<file path="src/design/bfra_pkg.sv">
// shared types, constants and command structs of the best-fit range allocator
package bfra_pkg;

   localparam int MAX_GAPS_DEFAULT  = 32;
   localparam int ADDR_BITS_DEFAULT = 32;

   localparam logic CMD_ALLOC = 1'b0;
   localparam logic CMD_FREE  = 1'b1;

   localparam logic [1:0] STATUS_OK     = 2'd0;
   localparam logic [1:0] STATUS_NO_FIT = 2'd1;
   localparam logic [1:0] STATUS_FULL   = 2'd2;

   typedef struct packed {
      logic        cmd;
      logic [31:0] request_size;
      logic [31:0] request_alignment;
      logic [31:0] free_start;
   } req_type;

   typedef struct packed {
      logic [1:0]  status;
      logic [31:0] taken_start;
      logic [31:0] taken_size;
      logic [31:0] usable_start;
   } rsp_type;

   typedef enum logic [3:0] {
      ST_CLEAR,
      ST_IDLE,
      ST_SCAN_RD,
      ST_SCAN_CHK,
      ST_DIV,
      ST_EVAL,
      ST_FINISH,
      ST_COMMIT,
      ST_COMMIT2,
      ST_RESP
   } state_type;

   typedef struct packed {
      logic clear_wr;
      logic capture;
      logic resp_zero;
      logic idx_clr;
      logic idx_inc;
      logic mem_rd;
      logic eval;
      logic div_start;
      logic div_step;
      logic finish;
      logic commit;
      logic commit2;
   } ctrl_cmd_type;

   typedef struct packed {
      logic idx_last;
      logic is_free;
      logic entry_used;
      logic align_zero;
      logic div_last;
      logic merge_both;
   } dp_status_type;

endpackage

</file>
<file path="src/design/bfra_ctrl.sv">
// controller state machine of the best-fit range allocator
module bfra_ctrl (
   input  logic                   clock,
   input  logic                   reset,
   input  logic                   req_valid,
   output logic                   req_ready,
   output logic                   rsp_valid,
   input  logic                   rsp_ready,
   input  bfra_pkg::req_type      req_data,
   input  bfra_pkg::dp_status_type stat,
   output bfra_pkg::ctrl_cmd_type cmd
);

   bfra_pkg::state_type state_ff, state_in;

   always_ff @(posedge clock) begin
      if (reset) begin
         state_ff <= bfra_pkg::ST_CLEAR;
      end else begin
         state_ff <= state_in;
      end
   end

   // next state
   always_comb begin
      state_in = state_ff;
      unique case (state_ff)
         bfra_pkg::ST_CLEAR: begin
            if (stat.idx_last) state_in = bfra_pkg::ST_IDLE;
         end
         bfra_pkg::ST_IDLE: begin
            if (req_valid) begin
               if (req_data.cmd == bfra_pkg::CMD_FREE && req_data.request_size == '0)
                  state_in = bfra_pkg::ST_RESP;
               else
                  state_in = bfra_pkg::ST_SCAN_RD;
            end
         end
         bfra_pkg::ST_SCAN_RD: state_in = bfra_pkg::ST_SCAN_CHK;
         bfra_pkg::ST_SCAN_CHK: begin
            if (!stat.is_free && stat.entry_used && !stat.align_zero)
               state_in = bfra_pkg::ST_DIV;
            else if (stat.idx_last)
               state_in = bfra_pkg::ST_FINISH;
            else
               state_in = bfra_pkg::ST_SCAN_RD;
         end
         bfra_pkg::ST_DIV: begin
            if (stat.div_last) state_in = bfra_pkg::ST_EVAL;
         end
         bfra_pkg::ST_EVAL: begin
            if (stat.idx_last) state_in = bfra_pkg::ST_FINISH;
            else state_in = bfra_pkg::ST_SCAN_RD;
         end
         bfra_pkg::ST_FINISH: state_in = bfra_pkg::ST_COMMIT;
         bfra_pkg::ST_COMMIT: begin
            if (stat.is_free && stat.merge_both) state_in = bfra_pkg::ST_COMMIT2;
            else state_in = bfra_pkg::ST_RESP;
         end
         bfra_pkg::ST_COMMIT2: state_in = bfra_pkg::ST_RESP;
         bfra_pkg::ST_RESP: begin
            if (rsp_ready) state_in = bfra_pkg::ST_IDLE;
         end
         default: state_in = bfra_pkg::ST_CLEAR;
      endcase
   end

   // outputs
   always_comb begin
      cmd       = '0;
      req_ready = 1'b0;
      rsp_valid = 1'b0;
      unique case (state_ff)
         bfra_pkg::ST_CLEAR: begin
            cmd.clear_wr = 1'b1;
            cmd.idx_inc  = !stat.idx_last;
            cmd.idx_clr  = stat.idx_last;
         end
         bfra_pkg::ST_IDLE: begin
            req_ready = 1'b1;
            if (req_valid) begin
               cmd.capture   = 1'b1;
               cmd.idx_clr   = 1'b1;
               cmd.resp_zero = 1'b1;
            end
         end
         bfra_pkg::ST_SCAN_RD: cmd.mem_rd = 1'b1;
         bfra_pkg::ST_SCAN_CHK: begin
            if (!stat.is_free && stat.entry_used && !stat.align_zero) begin
               cmd.div_start = 1'b1;
            end else begin
               cmd.eval    = 1'b1;
               cmd.idx_inc = !stat.idx_last;
            end
         end
         bfra_pkg::ST_DIV: cmd.div_step = 1'b1;
         bfra_pkg::ST_EVAL: begin
            cmd.eval    = 1'b1;
            cmd.idx_inc = !stat.idx_last;
         end
         bfra_pkg::ST_FINISH: cmd.finish = 1'b1;
         bfra_pkg::ST_COMMIT: cmd.commit = 1'b1;
         bfra_pkg::ST_COMMIT2: cmd.commit2 = 1'b1;
         bfra_pkg::ST_RESP: rsp_valid = 1'b1;
         default: cmd = '0;
      endcase
   end

endmodule

</file>
<file path="src/design/bfra_dp.sv">
// datapath of the best-fit range allocator: gap table, remainder unit, selection
module bfra_dp #(
   parameter int MAX_GAPS  = bfra_pkg::MAX_GAPS_DEFAULT,
   parameter int ADDR_BITS = bfra_pkg::ADDR_BITS_DEFAULT
) (
   input  logic                    clock,
   input  logic                    reset,
   input  bfra_pkg::req_type       req_data,
   input  bfra_pkg::ctrl_cmd_type  cmd,
   output bfra_pkg::dp_status_type stat,
   output bfra_pkg::rsp_type       rsp_data
);

   localparam int A  = ADDR_BITS;
   localparam int IW = (MAX_GAPS > 1) ? $clog2(MAX_GAPS) : 1;
   localparam int CW = $clog2(ADDR_BITS);
   localparam int EW = 2 * A + 1;

   // table entry: used, begin, length
   logic [EW-1:0] mem_ff [MAX_GAPS];
   logic [EW-1:0] rd_ff;
   logic          we;
   logic [IW-1:0] wa;
   logic [EW-1:0] wd;

   logic          cmd_ff, cmd_in;
   logic [A-1:0]  size_ff, size_in, align_ff, align_in, start_ff, start_in;
   logic [IW-1:0] idx_ff, idx_in;
   logic [A-1:0]  rem_ff, rem_in, dvd_ff, dvd_in;
   logic [CW-1:0] cnt_ff, cnt_in;
   logic          best_found_ff, best_found_in;
   logic [IW-1:0] best_idx_ff, best_idx_in;
   logic [A-1:0]  best_begin_ff, best_begin_in, best_len_ff, best_len_in;
   logic [A-1:0]  best_pad_ff, best_pad_in;
   logic          bef_found_ff, bef_found_in;
   logic [IW-1:0] bef_idx_ff, bef_idx_in;
   logic [A-1:0]  bef_begin_ff, bef_begin_in, bef_len_ff, bef_len_in;
   logic          aft_found_ff, aft_found_in;
   logic [IW-1:0] aft_idx_ff, aft_idx_in;
   logic [A-1:0]  aft_len_ff, aft_len_in;
   logic          emp_found_ff, emp_found_in;
   logic [IW-1:0] emp_idx_ff, emp_idx_in;
   logic [A-1:0]  acc_ff, acc_in;
   bfra_pkg::rsp_type rsp_ff, rsp_in;

   logic          e_used;
   logic [A-1:0]  e_begin, e_len, pad, avail, diff_b, diff_a, sel_len, usable;
   logic [A:0]    rem_shift, sum1, sum2;
   logic          fits, better;

   assign e_used  = rd_ff[EW-1];
   assign e_begin = rd_ff[2*A-1:A];
   assign e_len   = rd_ff[A-1:0];

   assign pad   = (align_ff == '0 || rem_ff == '0) ? '0 : align_ff - rem_ff;
   assign avail = e_len - pad;
   assign fits  = (pad <= e_len) && (size_ff <= avail);
   assign better = !best_found_ff || (e_len < best_len_ff) ||
                   (e_len == best_len_ff && e_begin < best_begin_ff);
   assign diff_b = start_ff - e_begin;
   assign diff_a = e_begin - start_ff;
   assign rem_shift = {rem_ff, dvd_ff[A-1]};
   assign sel_len = bef_found_ff ? bef_len_ff : aft_len_ff;
   assign sum1 = {1'b0, sel_len} + {1'b0, size_ff};
   assign sum2 = {1'b0, acc_ff} + {1'b0, aft_len_ff};
   assign usable = best_begin_ff + best_pad_ff;

   assign stat.idx_last   = (idx_ff == IW'(MAX_GAPS - 1));
   assign stat.is_free    = (cmd_ff == bfra_pkg::CMD_FREE);
   assign stat.entry_used = e_used;
   assign stat.align_zero = (align_ff == '0);
   assign stat.div_last   = (cnt_ff == CW'(A - 1));
   assign stat.merge_both = bef_found_ff && aft_found_ff;
   assign rsp_data        = rsp_ff;

   always_comb begin
      cmd_in = cmd_ff; size_in = size_ff; align_in = align_ff; start_in = start_ff;
      idx_in = idx_ff; rem_in = rem_ff; dvd_in = dvd_ff; cnt_in = cnt_ff;
      best_found_in = best_found_ff; best_idx_in = best_idx_ff;
      best_begin_in = best_begin_ff; best_len_in = best_len_ff; best_pad_in = best_pad_ff;
      bef_found_in = bef_found_ff; bef_idx_in = bef_idx_ff;
      bef_begin_in = bef_begin_ff; bef_len_in = bef_len_ff;
      aft_found_in = aft_found_ff; aft_idx_in = aft_idx_ff; aft_len_in = aft_len_ff;
      emp_found_in = emp_found_ff; emp_idx_in = emp_idx_ff;
      acc_in = acc_ff; rsp_in = rsp_ff;
      we = 1'b0; wa = idx_ff; wd = '0;

      if (cmd.clear_wr) we = 1'b1;
      if (cmd.idx_clr) idx_in = '0;
      if (cmd.idx_inc) idx_in = idx_ff + 1'b1;

      if (cmd.capture) begin
         cmd_in   = req_data.cmd;
         size_in  = A'(req_data.request_size);
         align_in = A'(req_data.request_alignment);
         start_in = A'(req_data.free_start);
         rem_in   = '0;
         best_found_in = 1'b0; bef_found_in = 1'b0;
         aft_found_in  = 1'b0; emp_found_in = 1'b0;
      end
      if (cmd.resp_zero) rsp_in = '0;

      // restoring remainder, one bit of the gap start a cycle
      if (cmd.div_start) begin
         rem_in = '0; dvd_in = e_begin; cnt_in = '0;
      end
      if (cmd.div_step) begin
         if (rem_shift >= {1'b0, align_ff}) rem_in = A'(rem_shift - {1'b0, align_ff});
         else rem_in = rem_shift[A-1:0];
         dvd_in = dvd_ff << 1;
         cnt_in = cnt_ff + 1'b1;
      end

      if (cmd.eval && e_used) begin
         if (cmd_ff == bfra_pkg::CMD_ALLOC) begin
            if (fits && better) begin
               best_found_in = 1'b1; best_idx_in = idx_ff;
               best_begin_in = e_begin; best_len_in = e_len; best_pad_in = pad;
            end
         end else if (!bef_found_ff && start_ff >= e_begin && diff_b == e_len) begin
            bef_found_in = 1'b1; bef_idx_in = idx_ff;
            bef_begin_in = e_begin; bef_len_in = e_len;
         end else if (!aft_found_ff && e_begin >= start_ff && diff_a == size_ff) begin
            aft_found_in = 1'b1; aft_idx_in = idx_ff; aft_len_in = e_len;
         end
      end
      if (cmd.eval && !e_used && !emp_found_ff) begin
         emp_found_in = 1'b1; emp_idx_in = idx_ff;
      end

      if (cmd.finish) begin
         if (cmd_ff == bfra_pkg::CMD_ALLOC) acc_in = size_ff + best_pad_ff;
         else acc_in = sum1[A] ? '1 : sum1[A-1:0];
      end

      if (cmd.commit) begin
         rsp_in = '0;
         if (cmd_ff == bfra_pkg::CMD_ALLOC) begin
            if (best_found_ff) begin
               we = 1'b1; wa = best_idx_ff;
               if (acc_ff == best_len_ff) wd = '0;
               else wd = {1'b1, best_begin_ff + acc_ff, best_len_ff - acc_ff};
               rsp_in.status       = bfra_pkg::STATUS_OK;
               rsp_in.taken_start  = 32'(best_begin_ff);
               rsp_in.taken_size   = 32'(acc_ff);
               rsp_in.usable_start = 32'(usable);
            end else begin
               rsp_in.status = bfra_pkg::STATUS_NO_FIT;
            end
         end else begin
            rsp_in.status = bfra_pkg::STATUS_OK;
            if (bef_found_ff && aft_found_ff) begin
               we = 1'b1; wa = bef_idx_ff;
               wd = {1'b1, bef_begin_ff, sum2[A] ? {A{1'b1}} : sum2[A-1:0]};
            end else if (bef_found_ff) begin
               we = 1'b1; wa = bef_idx_ff; wd = {1'b1, bef_begin_ff, acc_ff};
            end else if (aft_found_ff) begin
               we = 1'b1; wa = aft_idx_ff; wd = {1'b1, start_ff, acc_ff};
            end else if (emp_found_ff) begin
               we = 1'b1; wa = emp_idx_ff; wd = {1'b1, start_ff, size_ff};
            end else begin
               rsp_in.status = bfra_pkg::STATUS_FULL;
            end
         end
      end
      if (cmd.commit2) begin
         we = 1'b1; wa = aft_idx_ff; wd = '0;
      end
   end

   always_ff @(posedge clock) begin
      if (we) mem_ff[wa] <= wd;
      if (cmd.mem_rd) rd_ff <= mem_ff[idx_ff];
   end

   always_ff @(posedge clock) begin
      if (reset) begin
         idx_ff        <= '0;
         best_found_ff <= 1'b0;
         bef_found_ff  <= 1'b0;
         aft_found_ff  <= 1'b0;
         emp_found_ff  <= 1'b0;
         cnt_ff        <= '0;
      end else begin
         idx_ff        <= idx_in;
         best_found_ff <= best_found_in;
         bef_found_ff  <= bef_found_in;
         aft_found_ff  <= aft_found_in;
         emp_found_ff  <= emp_found_in;
         cnt_ff        <= cnt_in;
      end
   end

   always_ff @(posedge clock) begin
      cmd_ff <= cmd_in; size_ff <= size_in; align_ff <= align_in; start_ff <= start_in;
      rem_ff <= rem_in; dvd_ff <= dvd_in;
      best_idx_ff <= best_idx_in; best_begin_ff <= best_begin_in;
      best_len_ff <= best_len_in; best_pad_ff <= best_pad_in;
      bef_idx_ff <= bef_idx_in; bef_begin_ff <= bef_begin_in; bef_len_ff <= bef_len_in;
      aft_idx_ff <= aft_idx_in; aft_len_ff <= aft_len_in;
      emp_idx_ff <= emp_idx_in;
      acc_ff <= acc_in; rsp_ff <= rsp_in;
   end

endmodule

</file>
<file path="src/design/best_fit_range_allocator_top.sv">
// top level of the best-fit range allocator: controller plus datapath
// one transaction at a time; a free scans the whole table, with an extra write-back step when it
// merges on both sides; a zero-size free goes straight to the result
// an allocate scans the whole table and, when alignment is non-zero, runs the bit-serial remainder
// unit for each occupied gap; the scan reads the table through the single table read port
// after reset a clearing pass empties the gap table entry by entry; no request is taken then
// the result waits in an output register until taken; the next request is accepted from the cycle after
module best_fit_range_allocator_top #(
   parameter int MAX_GAPS  = bfra_pkg::MAX_GAPS_DEFAULT,
   parameter int ADDR_BITS = bfra_pkg::ADDR_BITS_DEFAULT
) (
   input  logic              clock,
   input  logic              reset,
   input  logic              req_valid,
   output logic              req_ready,
   input  bfra_pkg::req_type req_data,
   output logic              rsp_valid,
   input  logic              rsp_ready,
   output bfra_pkg::rsp_type rsp_data
);

   // command and status between controller and datapath
   bfra_pkg::ctrl_cmd_type  cmd;
   bfra_pkg::dp_status_type stat;

   // sequencer: clearing pass, table scan, remainder wait, write-back, result
   bfra_ctrl u_ctrl (
      .clock     (clock),
      .reset     (reset),
      .req_valid (req_valid),
      .req_ready (req_ready),
      .rsp_valid (rsp_valid),
      .rsp_ready (rsp_ready),
      .req_data  (req_data),
      .stat      (stat),
      .cmd       (cmd)
   );

   // gap table, best-fit tracking, merge search and result register
   bfra_dp #(
      .MAX_GAPS  (MAX_GAPS),
      .ADDR_BITS (ADDR_BITS)
   ) u_dp (
      .clock    (clock),
      .reset    (reset),
      .req_data (req_data),
      .cmd      (cmd),
      .stat     (stat),
      .rsp_data (rsp_data)
   );

endmodule

</file>
<file path="config.mk">
export PLATFORM = sky130hd
export DESIGN_NAME = best_fit_range_allocator_top
export DESIGN_NICKNAME = d
export VERILOG_FILES = /design/src/design/bfra_pkg.sv /design/src/design/bfra_ctrl.sv /design/src/design/bfra_dp.sv /design/src/design/best_fit_range_allocator_top.sv
export SDC_FILE = /design/constraint.sdc
export NUM_CORES = 2
export LEC_CHECK = 0
export BUFFER_PORTS_ARGS = -buffer_cell sky130_fd_sc_hd__buf_2
export CORE_MARGIN = 4
export CORE_UTILIZATION = 46
export DETAILED_ROUTE_END_ITERATION = 6
export PLACE_DENSITY = 0.64
export SLEW_MARGIN = 15
export SYNTH_ARGS = -nofsm -noshare
export SYNTH_HDL_FRONTEND = slang
export SYNTH_SLANG_ARGS = --single-unit
</file>
<file path="constraint.sdc">
create_clock -name clock -period 7.9 [get_ports clock]
set_input_delay 0.395 -clock clock [delete_from_list [all_inputs] [get_ports clock]]
set_output_delay 0.395 -clock clock [all_outputs]
set_load 0.005 [all_outputs]
</file>
# --- Yosys cells after proc, flatten, opt, wreduce, memory -nomap -nowiden ---
# Memories as Yosys holds them, arrays and structs flattened. A register that Yosys moved wholly into a read port is not among the register bits.
# Index checks and enable logic that the tools add are counted.
op_classes:
  n_addsub: 13
  bitwise: 2
  n_mux: 94
  reduce_logical: 40
  shift: 0
  order_cmp: 7
  div_mod_pow: 0
  n_mul: 0
  n_eq_ne: 19
ops:
  columns: ["cell", "n"]
  rows:
  - ["2-to-1 mux 65 bit", 9]
  - ["2-to-1 mux 32 bit", 11]
  - ["2-to-1 mux 98 bit", 2]
  - ["2-to-1 mux 96 bit", 2]
  - ["subtractor 32 bit", 6]
  - ["== test 32 bit", 4]
  - ["adder 32 bit", 3]
  - ["logical NOT 32 bit", 3]
  - ["adder 32 x 32 -> 33 bit", 2]
  - [">= comparator 32 bit", 2]
  - ["less-or-equal comparator 32 bit", 2]
  - ["less-than comparator 32 bit", 2]
  - ["2-to-1 mux 5 bit", 12]
  - ["2-to-1 mux 1 bit", 40]
  - ["one-hot mux 4 bit (10 select lines)", 1]
  - [">= comparator 33 x 32 -> 1 bit", 1]
  - ["2-to-1 mux 4 bit", 6]
  - ["== test 4 x 3 -> 1 bit, second input constant", 4]
  - ["logical AND 1 bit", 15]
  - ["2-to-1 mux 2 bit", 6]
  - ["adder 5 x 1 -> 5 bit, second input constant", 2]
  - ["== test 5 bit, second input constant", 2]
  - ["== test 4 x 2 -> 1 bit, second input constant", 2]
  - ["== test 4 bit, second input constant", 2]
  - ["14 further kinds", 34]
totals:
  reg_bits: 521
  mem_bits_rw: 2080
  elab_cells: 205
  latchBits: 0
  mem_count: 1
  input_bits: 101
  romBits: 0
memory_table:
  columns: ["name", "words", "word_bits", "rd", "rd_clocked_by_memory_dff", "wr", "line", "text"]
  rows:
  - ["u_dp.mem_ff", 32, 65, 1, 1, 1, "bfra_dp.sv:20", "logic [EW-1:0] mem_ff [MAX_GAPS];"]

# --- Logic depth before layout (Yosys ltp) ---
depth:
  ltp_word: 12
  mapped_depth: 33
  ltp_nobuf: 33

# --- Modules after synthesis ---
# A second synthesis with hierarchy kept.
hier_totals:
  cells_unflattened: 7464
  area_unflattened_um2: 122125.9
by_module_without_submodules:
  columns: ["module", "cells_each", "area_each_um2", "instances", "seq_area_each_um2"]
  rows:
  - ["bfra_dp", 7381, 121491.5, 1, 79786.5]
  - ["bfra_ctrl", 83, 634.4, 1, 80.1]

# --- Worst setup path before layout ---
# No wires, ideal clock.
synth_timing:
  path_kind: "flip-flop to flip-flop"
  start: "register u_dp.rem_ff[2]"
  end: "register u_dp.best_begin_ff[0] (enable)"
  setup_slack_ns: -0.106
  arrival_time_ns: 7.552
  path_stages_with_launch: 30
  setup_time_ns: 0.454
  n_path_buf: 1
  path_cell_list: "edfxtp_1 -> inv_1 -> ha_1 -> nor2b_1 -> o31a_1 -> o21ba_2 -> o31a_1 -> a211oi_1 -> xnor2_1 -> nand2_1 -> ha_1 -> clkbuf_1 -> a21o_1 -> a21o_1 -> a21oi_1 -> o21ai_0 -> o31ai_1 -> o22ai_1 -> o41ai_1 -> o21bai_1 -> xnor2_1 -> ha_1 -> a21oi_1 -> o21ai_0 -> a31o_2 -> o22ai_1 -> a21oi_1 -> a211oi_1 -> o21ai_0 -> inv_1"
synth_between:
  elab_chain_len: 8
synth_rtl:
  columns: ["element", "line", "text"]
  rows:
  - ["start, declared", "bfra_dp.sv:29", "logic [A-1:0] rem_ff, rem_in, dvd_ff, dvd_in;"]
  - ["start signal, assigned", "bfra_dp.sv:196", "rem_ff <= rem_in; dvd_ff <= dvd_in;"]
  - ["parallel branches: the longest is 2 deep, another holds subtractor 32 bit", null, null]
  - ["2-to-1 mux 32 bit *", "bfra_dp.sv:55", "assign pad = (align_ff == '0 || rem_ff == '0) ? '0 : align_ff - rem_ff;"]
  - ["subtractor 32 bit", "bfra_dp.sv:56", "assign avail = e_len - pad;"]
  - ["less-or-equal comparator 32 bit", "bfra_dp.sv:57", "assign fits = (pad <= e_len) && (size_ff <= avail);"]
  - ["logical AND 1 bit *", "bfra_dp.sv:57", null]
  - ["logical AND 1 bit *", "bfra_dp.sv:116", "if (fits && better) begin"]
  - ["AND reduction 3 bit (no line) *", null, null]
  - ["end signal, assigned", "bfra_dp.sv:197", "best_idx_ff <= best_idx_in; best_begin_ff <= best_begin_in;"]
  - ["end, declared", "bfra_dp.sv:33", "logic [A-1:0] best_begin_ff, best_begin_in, best_len_ff, best_len_in;"]
# Every way passes the cells marked *.
# A chain may end at the register's enable or synchronous reset.

# --- Final worst setup path ---
layout_timing:
  start: "register u_dp.rem_ff[2]"
  end: "register u_dp.best_pad_ff[23] (enable)"
layout_between:
  elab_chain_len: 8
layout_rtl:
  columns: ["element", "line", "text"]
  rows:
  - ["parallel branches: the longest is 2 deep, another holds subtractor 32 bit", null, null]
  - ["2-to-1 mux 32 bit *", "bfra_dp.sv:55", null]
  - ["subtractor 32 bit", "bfra_dp.sv:56", null]
  - ["less-or-equal comparator 32 bit", "bfra_dp.sv:57", null]
  - ["logical AND 1 bit *", "bfra_dp.sv:57", null]
  - ["logical AND 1 bit *", "bfra_dp.sv:116", null]
  - ["AND reduction 3 bit (no line) *", null, null]
  - ["end signal, assigned", "bfra_dp.sv:198", "best_len_ff <= best_len_in; best_pad_ff <= best_pad_in;"]
  - ["end, declared", "bfra_dp.sv:34", "logic [A-1:0] best_pad_ff, best_pad_in;"]
# Marked as above.

==> run summary <==
- 0 — number of antenna-violating nets in the routed design
- 0 — remaining routing DRC violations
- 0.9946 — routability cong.
- 34.14 um — routed length per instance
- 188 — number of cell rows
- 0.2140 — fraction of final layout cells sized beyond drive strength 1
- edfxtp_1 — most common cell in the synthesized netlist
- 2666 — Yosys reg bits
- 0.1309 — max-slew headroom at the worst pin
- 0.040 — combinational share of power
- 74.60k — vias after detailed routing
- 0 — hold violation count in the final report
- 2666 — number of sinks handled by clock tree synthesis
- 37 — number of antenna violations at the first check in global routing
- 6.343 — DR vias/cell
- register to register — Worst Path Class, Setup
- edfxtp_1, mux4_2, ha_1 — biggest area contributors in the synthesized netlist
- 2647 — number of synthesized flops with an enable pin
- 6 — router iterations before antenna repair
- 5 — H-tree lvl count
- 139600 sq um — Final Cell Area
- 23.50 mW — internal power component
- 8043 — Post-Synthesis Net Count
- 0.520 — sequential cell fraction of total power
- 72.75k — vias in the first global route
- 0.4636 — effective utilization at floorplan
- o31ai_2 — cell with the biggest individual delay on the critical path
- 135.7 MHz — highest clock frequency the design can meet
- 0 — fraction of registers with async set/reset
- yes — clock tree from TritonCTS
- 0.6545 — sequential area share after synthesis
- 9706 — drt first-iter violations
- 263200 sq um — area of the core
- 8.42 ns — required time of the critical path
- edfxtp_1 — ys flop type
- 7.89 ns — Arr. time, crit path
- 401600 um — Post-Route WL
- 129300 sq um — Placed Area
- 0 — total number of yosys warnings
- 0.2123 — switching share of total power
- 0.49 ns — highest cell delay on the worst timing path
- 0 — residual overflow from global routing
- 0.439 — clock network fraction of total power
- 0.08026 ns — Final Skew
- 7485 — Cells after Synth
- 14.43% — layout overhead on the synthesized area
- edfxtp_1 — Yosys top cell by area
- 7.372 ns — Final Critical Period
- 1.304 ns — transition time of the tightest slew-check pin
- 268000 um — Detailed Place HPWL
- 0.9331 — period utilisation layout
- 273600 sq um — die area
- 0 — final setup fails
- 0.2889 — Tot GR Track Use
- 0.0002005 V — Max rail drop VDD
- 4 — clock buffer depth
- 11.14k — placed cell count
- 201 — top-level port count
- 213.7 nW/um^2 — power density over the cells
- 77 — library cells used by synthesis
- 291 — clock buffers created by TritonCTS
- 0 — max capacitance violation total
- 0.06 ns — post-CTS clock slew at the launch and capture registers of the worst setup and hold paths
- register — Setup crit end kind
- 102 — largest net degree at the start of global routing
- 0.90 ns — clock latency of the later-clocked register in the worst-skew pair
- 0.53 ns — FF-to-FF setup slack
- primary input to register — class of the most critical hold timing path
- 523.0 um — y dimension of the die
- 6.332 mW — Switching Power
- 523.0 um — die width
- clkbuf_16 — clock tree root buffer cell
- 8581 — Final Net Count
- register — kind of start point of the critical path
- completed — outcome
- 200 — total of buffers placed on input and output ports
- 122000 sq um — area of the mapped netlist
- 0.2546 ns — Hold WS
- 557900 um — wire length of the first global-routing pass
- 16.30 sq um — average instance area after synthesis
- 0.6514 — proportion of netlist area held by the largest area contributor
- 50.79 nW — Pleak
- 11.76k — post-layout instance count excluding filler cells
- edfxtp_1, mux4_2, ha_1 — most frequent cells after synthesis
- 20 — crit-path max FO
- 0 — max-slew violation count
[metrics by stage]
stage / TNS, ns / utilization / setup WS [ns] / total power, mW
detailed placement: 0 / 0.4911 / 0.2121 / 16.99
floorplan: 0 / - / 0.5164 / 16.55
finish: 0 / 0.5305 / 0.5285 / 29.83
global placement: 0 / 0.4909 / 0.1891 / 16.98
CTS: 0 / 0.5292 / 0.1453 / 30.03
global route: -0.3009 / 0.5304 / -0.01983 / 30.68
[sequential cells by signal, summed over array words and instances, names as in the netlist, 32 cells and up]
register and count:
u_dp.align_ff 32, u_dp.acc_ff 32, u_dp.rsp_data 98, u_dp.best_len_ff 32, u_dp.rem_ff 32, u_dp.size_ff 32, u_dp.dvd_ff 32, u_dp.rd_ff 65
u_dp.best_pad_ff 32, u_dp.best_begin_ff 32, u_dp.bef_begin_ff 32, u_dp.mem_ff 2080, u_dp.bef_len_ff 32, u_dp.start_ff 32, u_dp.aft_len_ff 32
[area by class of cell]
type / instances / area, sq um
Clock buffer: 355 / 7702
Tap cell: 3515 / 4398
Sequential cell: 2666 / 79890
Clock inverter: 155 / 1315
Multi-Input combinational cell: 4200 / 40790
Timing Repair Buffer: 529 / 4249
Inverter: 335 / 1265
Antenna cell: 7 / 17.52
Fill cell: 20916 / 123600
[critical path: cells and delay by family (launching register included)]
family,cells,cell delay [ns]
buf+inv,4,0.77
xor+xnor,2,0.25
compound gates,19,4.25
flops,1,0.42
simple gates,2,0.25
fa+ha+maj,3,1.07
[final timing paths]
check,depth (start not counted),endpoint,startpoint
worst max-delay path,30,u_dp.best_pad_ff[23]$_DFFE_PP_,u_dp.rem_ff[2]$_SDFFCE_PN0P_
worst min-delay path,2,u_dp.start_ff[21]$_DFFE_PP_,req_data[21]
worst max register to register,30,u_dp.best_pad_ff[23]$_DFFE_PP_,u_dp.rem_ff[2]$_SDFFCE_PN0P_
worst min register to register,1,u_dp.cnt_ff[3]$_SDFFE_PP0P_,u_dp.cnt_ff[3]$_SDFFE_PP0P_
[placed cells by master (no fill, tap or decap), types with 28 or more instances in the layout]
cell / count
edfxtp_1: 2647
mux4_2: 650
ha_1: 446
nor2_1: 377
a21oi_1: 346
inv_1: 331
clkbuf_16: 299
o21ai_0: 255
nand2_1: 232
buf_2: 200
xnor2_1: 193
buf_4: 187
a21o_1: 157
xor2_1: 122
nand3_1: 103
dlygate4sd3_1: 101
mux2_2: 100
nor3_1: 86
nand4_1: 83
o21a_1: 68
nand2b_1: 58
clkbuf_1: 55
clkinv_2: 54
a31oi_1: 52
a211oi_1: 52
clkinv_1: 50
nor4_1: 49
nor2b_1: 45
o31ai_1: 39
and3_1: 38
o21bai_1: 37
a22o_1: 36
buf_12: 36
o221ai_1: 35
a22oi_1: 33
o22ai_2: 33
o211ai_1: 31
mux2i_1: 29
and2_1: 28
nor2_4: 28
[per-layer routing]
metal / track usage / share of wire / up-vias
met5: 0 / 0.00017 / -
met4: 0.1097 / 0.042 / 10
met3: 0.05198 / 0.086 / 728
met2: 0.4571 / 0.47 / 3758
met1: 0.4020 / 0.40 / 38927
li1: - / - / 31181
[cell families after synthesis]
family	Yosys count	synth area share
adder cells (fa/ha/maj)	457	0.04754
multiplexers	779	0.1316
flip-flops	2666	0.6545
AO/OA/AOI/OAI	1376	0.07328
AND/OR/NAND/NOR	1272	0.05129
buffers and inverters	619	0.01910
XOR/XNOR	316	0.02268
[timing repair]
item / 4_1_cts / 5_1_grt
setup buffers: 0 / 0
gates resized for setup: 0 / 8
hold buffers: 101 / 0
endpoints found under the hold margin: 105 / 0
endpoints found under the setup margin: 0 / 101
[power by group through the flow]
stage	clock (mW)	combinational (mW)	sequential, mW
floorplan	0	0.746	15.8
global placement	0	1.16	15.8
detailed placement	0	1.16	15.8
CTS	13.3	1.21	15.5
global route	13.9	1.26	15.5
finish	13.1	1.20	15.5
(Power assumes the default switching activity.)
